<file path="src/hdl/mhpq_pkg.sv">
// ----------------------------------------------------------------------------
// mhpq_pkg: shared types and codes of the min-heap priority queue
// Operation and status codes, fixed port widths and the cell control types.
// ----------------------------------------------------------------------------
`default_nettype none

package mhpq_pkg;

    localparam int OP_W     = 2;
    localparam int KEY_IN_W = 32;
    localparam int STATUS_W = 2;
    localparam int OCC_W    = 8;

    localparam logic [OP_W-1:0] OP_INSERT  = 2'd0;
    localparam logic [OP_W-1:0] OP_PEEK    = 2'd1;
    localparam logic [OP_W-1:0] OP_EXTRACT = 2'd2;
    localparam logic [OP_W-1:0] OP_DELETE  = 2'd3;

    localparam logic [STATUS_W-1:0] ST_OK    = 2'd0;
    localparam logic [STATUS_W-1:0] ST_EMPTY = 2'd1;
    localparam logic [STATUS_W-1:0] ST_FULL  = 2'd2;

    // command broadcast to every cell of the row
    typedef struct packed {
        logic ins;  // place the new key, shift larger keys one cell right
        logic rem;  // drop the head, shift every key one cell left
    } t_cell_cmd;

    // what a cell shows its neighbors
    typedef struct packed {
        logic valid;  // cell holds a key
        logic le;     // cell holds a key not larger than the new key
    } t_link;

endpackage

`default_nettype wire

</file>
<file path="src/hdl/mhpq_cell.sv">
// ----------------------------------------------------------------------------
// mhpq_cell: one slot of the sorted key row
// Holds one key; on insert keeps, takes the new key or takes the left key;
// on removal takes the right neighbor's key.
// ----------------------------------------------------------------------------
`default_nettype none

module mhpq_cell
    import mhpq_pkg::*;
#(
    parameter int KEY_WIDTH = 32
) (
    input  wire logic                        i_clk,
    input  wire logic                        i_rst_n,
    input  wire t_cell_cmd                   i_cmd,
    input  wire logic signed [KEY_WIDTH-1:0] i_new_key,
    input  wire t_link                       i_prev_link,
    input  wire logic signed [KEY_WIDTH-1:0] i_prev_key,
    input  wire logic                        i_next_valid,
    input  wire logic signed [KEY_WIDTH-1:0] i_next_key,
    output t_link                            o_link,
    output logic signed [KEY_WIDTH-1:0]      o_key
);

    logic                        r_valid;
    logic signed [KEY_WIDTH-1:0] r_key;
    logic                        n_valid;
    logic signed [KEY_WIDTH-1:0] n_key;
    logic                        w_le;

    assign w_le = r_valid && (r_key <= i_new_key);

    always_comb begin
        n_valid = r_valid;
        n_key   = r_key;
        if (i_cmd.ins) begin
            n_valid = r_valid | i_prev_link.valid;
            if (!w_le) begin
                // the new key lands right after the last key not above it
                n_key = i_prev_link.le ? i_new_key : i_prev_key;
            end
        end else if (i_cmd.rem) begin
            n_valid = i_next_valid;
            n_key   = i_next_key;
        end
    end

    always_ff @(posedge i_clk) begin
        if (!i_rst_n) begin
            r_valid <= 1'b0;
        end else begin
            r_valid <= n_valid;
        end
    end

    always_ff @(posedge i_clk) begin
        r_key <= n_key;
    end

    assign o_link = '{valid: r_valid, le: w_le};
    assign o_key  = r_key;

endmodule

`default_nettype wire

</file>
<file path="config.mk">
export PLATFORM = sky130hd
export DESIGN_NAME = mhpq_cell
export DESIGN_NICKNAME = d
export VERILOG_FILES = /design/src/hdl/mhpq_pkg.sv /design/src/hdl/mhpq_cell.sv
export SDC_FILE = /design/constraint.sdc
export NUM_CORES = 1
export LEC_CHECK = 0
export BUFFER_PORTS_ARGS = -buffer_cell sky130_fd_sc_hd__buf_2
export CORE_MARGIN = 5
export CORE_UTILIZATION = 26
export DETAILED_ROUTE_END_ITERATION = 8
export MAX_ROUTING_LAYER = met4
export SLEW_MARGIN = 20
export SYNTH_ARGS = -nofsm -noshare
export SYNTH_HDL_FRONTEND = slang
export SYNTH_SLANG_ARGS = --single-unit
export TNS_END_PERCENT = 100
</file>
<file path="constraint.sdc">
create_clock -name i_clk -period 6.2 [get_ports i_clk]
set_input_delay 0.93 -clock i_clk [delete_from_list [all_inputs] [get_ports i_clk]]
set_output_delay 0.93 -clock i_clk [all_outputs]
set_load 0.005 [all_outputs]
</file>
==> results.yml <==
power:
  p_leak_nw: 1.72
  peakVddDrop_mv: 0.0838
  finalPower_uw: 626
  power_density_nw_per_um2: 185
worst_setup_path:
  crit_fanout: 3
  cp-end-kind: "output pin"
  startpoint_type: "input pin"
  path_class: "input pin to output pin"
  crit_required_ps: 5270
  crit_arrival_ps: 2600
sta:
  period_needed_ps: 3530
  clock_skew_ps: 8.78
  fmaxAchievable_mhz: 284
  setup_viol_count_final: 0
  fin_ws_ps: 2670
  max_slew_margin: 0.336
  setup-tns-final_ps: 0
  hold_viol: 0
  slew_viol_final: 0
  worst_pin_slew_ps: 996
  whs_ps: 531
  rsz0062_at_grt: "no"
  min_period_over_period: 0.569
final_layout:
  fillers: 988
  area_growth_pct: 34.6
  layout-drive-gt1-share: 0.362
  final_util: 0.362
  register_area_sq_um: 981
  antennaDiodeCount: 0
  multiInputGateArea_sq_um: 1340
  finalNetCount: 532
grt:
  grt.total_usage: 0.126
  gr-total-overflow: 0
  grt_pass1_vias: 2477
  grt_first_pass_wirelength_mm: 11.2
  antenna_found_initial: 0
  grt_max_degree: 69
synth:
  syn_nets: 402
  ys.flop_type: "edfxtp_1"
  synth-edff-count: 32
  yosys.area.top_type: "edfxtp_1"
  synth.avg_cell_area_sq_um: 9.41
  synth.cell_area_sq_um: 2510
  synth_area_leaders: "edfxtp_1 38%, ha_1 16%, mux2i_1 13%, a21oi_1 9.4%, inv_1 5.1%"
  yosysSeqAreaShare: 0.390
  synth_common_cells: "47 x a21oi_1, 34 x inv_1, 34 x nor2_1"
  ys_warn_count: 0
  yosysMostFrequentCell: "a21oi_1"
  synthDistinctLibCells: 28
  async_flop_share: 0
  synth.top_cell.area_share: 0.382
  synth_cells: 267
  ys_ff_latch: 33
die:
  die-area_sq_um: 11700
  coreArea_sq_um: 9330
  num_rows: 35
  die_x_microns: 108
  start_util: 0.269
  die_y_microns: 108
  ioPinCount: 137
route:
  via_count: 2391
  totalWireLength_mm: 7.22
  drtIter0Drc: 83
  drc: 0
  firstDrtPassIters: 4
  vias_per_cell: 4.54
  wl_per_cell_microns: 13.7
  ant_nets: 0
place:
  pre_cts_ws_ps: 2690
  place_congestion: 0.726
  io_buffers: 136
  dp_hpwl_mm: 5.92
clocking:
  postCtsSetupBuffers: 0
  clockBufferDepth: 2
  cts_buffers: 5
  root_buffer: "clkbuf_8"
  clkTransAtPathRegs_ps: 70
  postCtsHoldBufs: 0
  insertion_delay_ps: 280
  cts_num_sinks: 33
  cts_tree: "done"
  cts_resized: 0
  cts_max_level: 2
hold_path:
  min-delay-path-class: "register to register"
status:
  outcome: "complete, no violations"
job:
  maxCapViolCount: 0
==> cells in the final DEF (no fill, tap or decap) <==
| cell type | n |
|---|---|
| clkbuf_1 | 2 |
| a221o_1 | 1 |
| o31a_1 | 1 |
| nor2_1 | 34 |
| o21ai_0 | 4 |
| nor2b_1 | 2 |
| inv_1 | 34 |
| nand4_1 | 9 |
| nand3_1 | 3 |
| nand2b_1 | 2 |
| clkinv_2 | 1 |
| ha_1 | 32 |
| o22ai_1 | 1 |
| a2111oi_0 | 1 |
| mux2i_1 | 33 |
| a221oi_1 | 1 |
| buf_2 | 136 |
| nor4_1 | 2 |
| o31a_2 | 1 |
| edfxtp_1 | 32 |
| a21o_1 | 2 |
| clkbuf_8 | 5 |
| o211ai_1 | 1 |
| buf_4 | 1 |
| o22a_1 | 1 |
| nand2_1 | 6 |
| a21oi_1 | 47 |
| nor3_1 | 1 |
| dfxtp_1 | 1 |
| o31ai_1 | 1 |
==> registers in the layout (all words and copies together) (netlist names) <==
signal   count
o_key       32
r_valid      1
==> metal layers <==
metal	wire length, microns	vias to the layer above	GRT usage
met5	0	-	-
met4	57	0	0.0271
met3	481	6	0.0293
met2	3460	79	0.214
met1	3220	1080	0.151
li1	-	1226	-
==> final cells by class <==
type / instances / share of cell area
sequential: 33 / 0.290
timing repair buffer: 137 / 0.204
inverter: 34 / 0.0377
clock inverter: 1 / 0.00148
clock buffer: 7 / 0.0226
multi-input combinational: 186 / 0.397
tap: 129 / 0.0477
==> cells by family (layout without fill, tap and decap cells) <==
logic type                 count (synthesis)  in the layout  synth area share
DFF                                       33             33             0.390
AOI/OAI and AO/OA                         62             62             0.137
and+or+nand+nor                           59             59             0.105
adders and majority gates                 32             32             0.159
muxes                                     33             33             0.131
buffers and inverters                     48            179            0.0762
==> worst max-delay path: stages <==
cell and delay, ps:
buf_2 90, inv_1 40, ha_1 310, a21oi_1 140
o21ai_0 160, a221o_1 330, o31a_1 320, o22ai_1 140
buf_2 150
==> report_power, final <==
part           total [mW]  switching, mW  internal (mW)
logic               0.182         0.0947         0.0870
registers           0.287         0.0124          0.275
clock network       0.157         0.0786         0.0788
==> metrics by stage <==
stage,area [sq um],std cells
floorplan,2510,267
global placement,3300,519
detailed placement,3300,519
CTS,3380,527
global route,3380,527
finish,3380,527
==> worst paths after layout <==
check	slack [ps]	start	to	cells past startpoint
worst max-delay path	2670	i_new_key[7]	o_link[0]	9
worst min register to register	530	r_valid$_SDFFE_PN0P_	r_valid$_SDFFE_PN0P_	2
worst min-delay path	530	r_valid$_SDFFE_PN0P_	r_valid$_SDFFE_PN0P_	2
worst max register to register	3440	o_key[15]$_DFFE_PP_	o_key[26]$_DFFE_PP_	5
No activity file was read; power rests on OpenSTA's default activity.
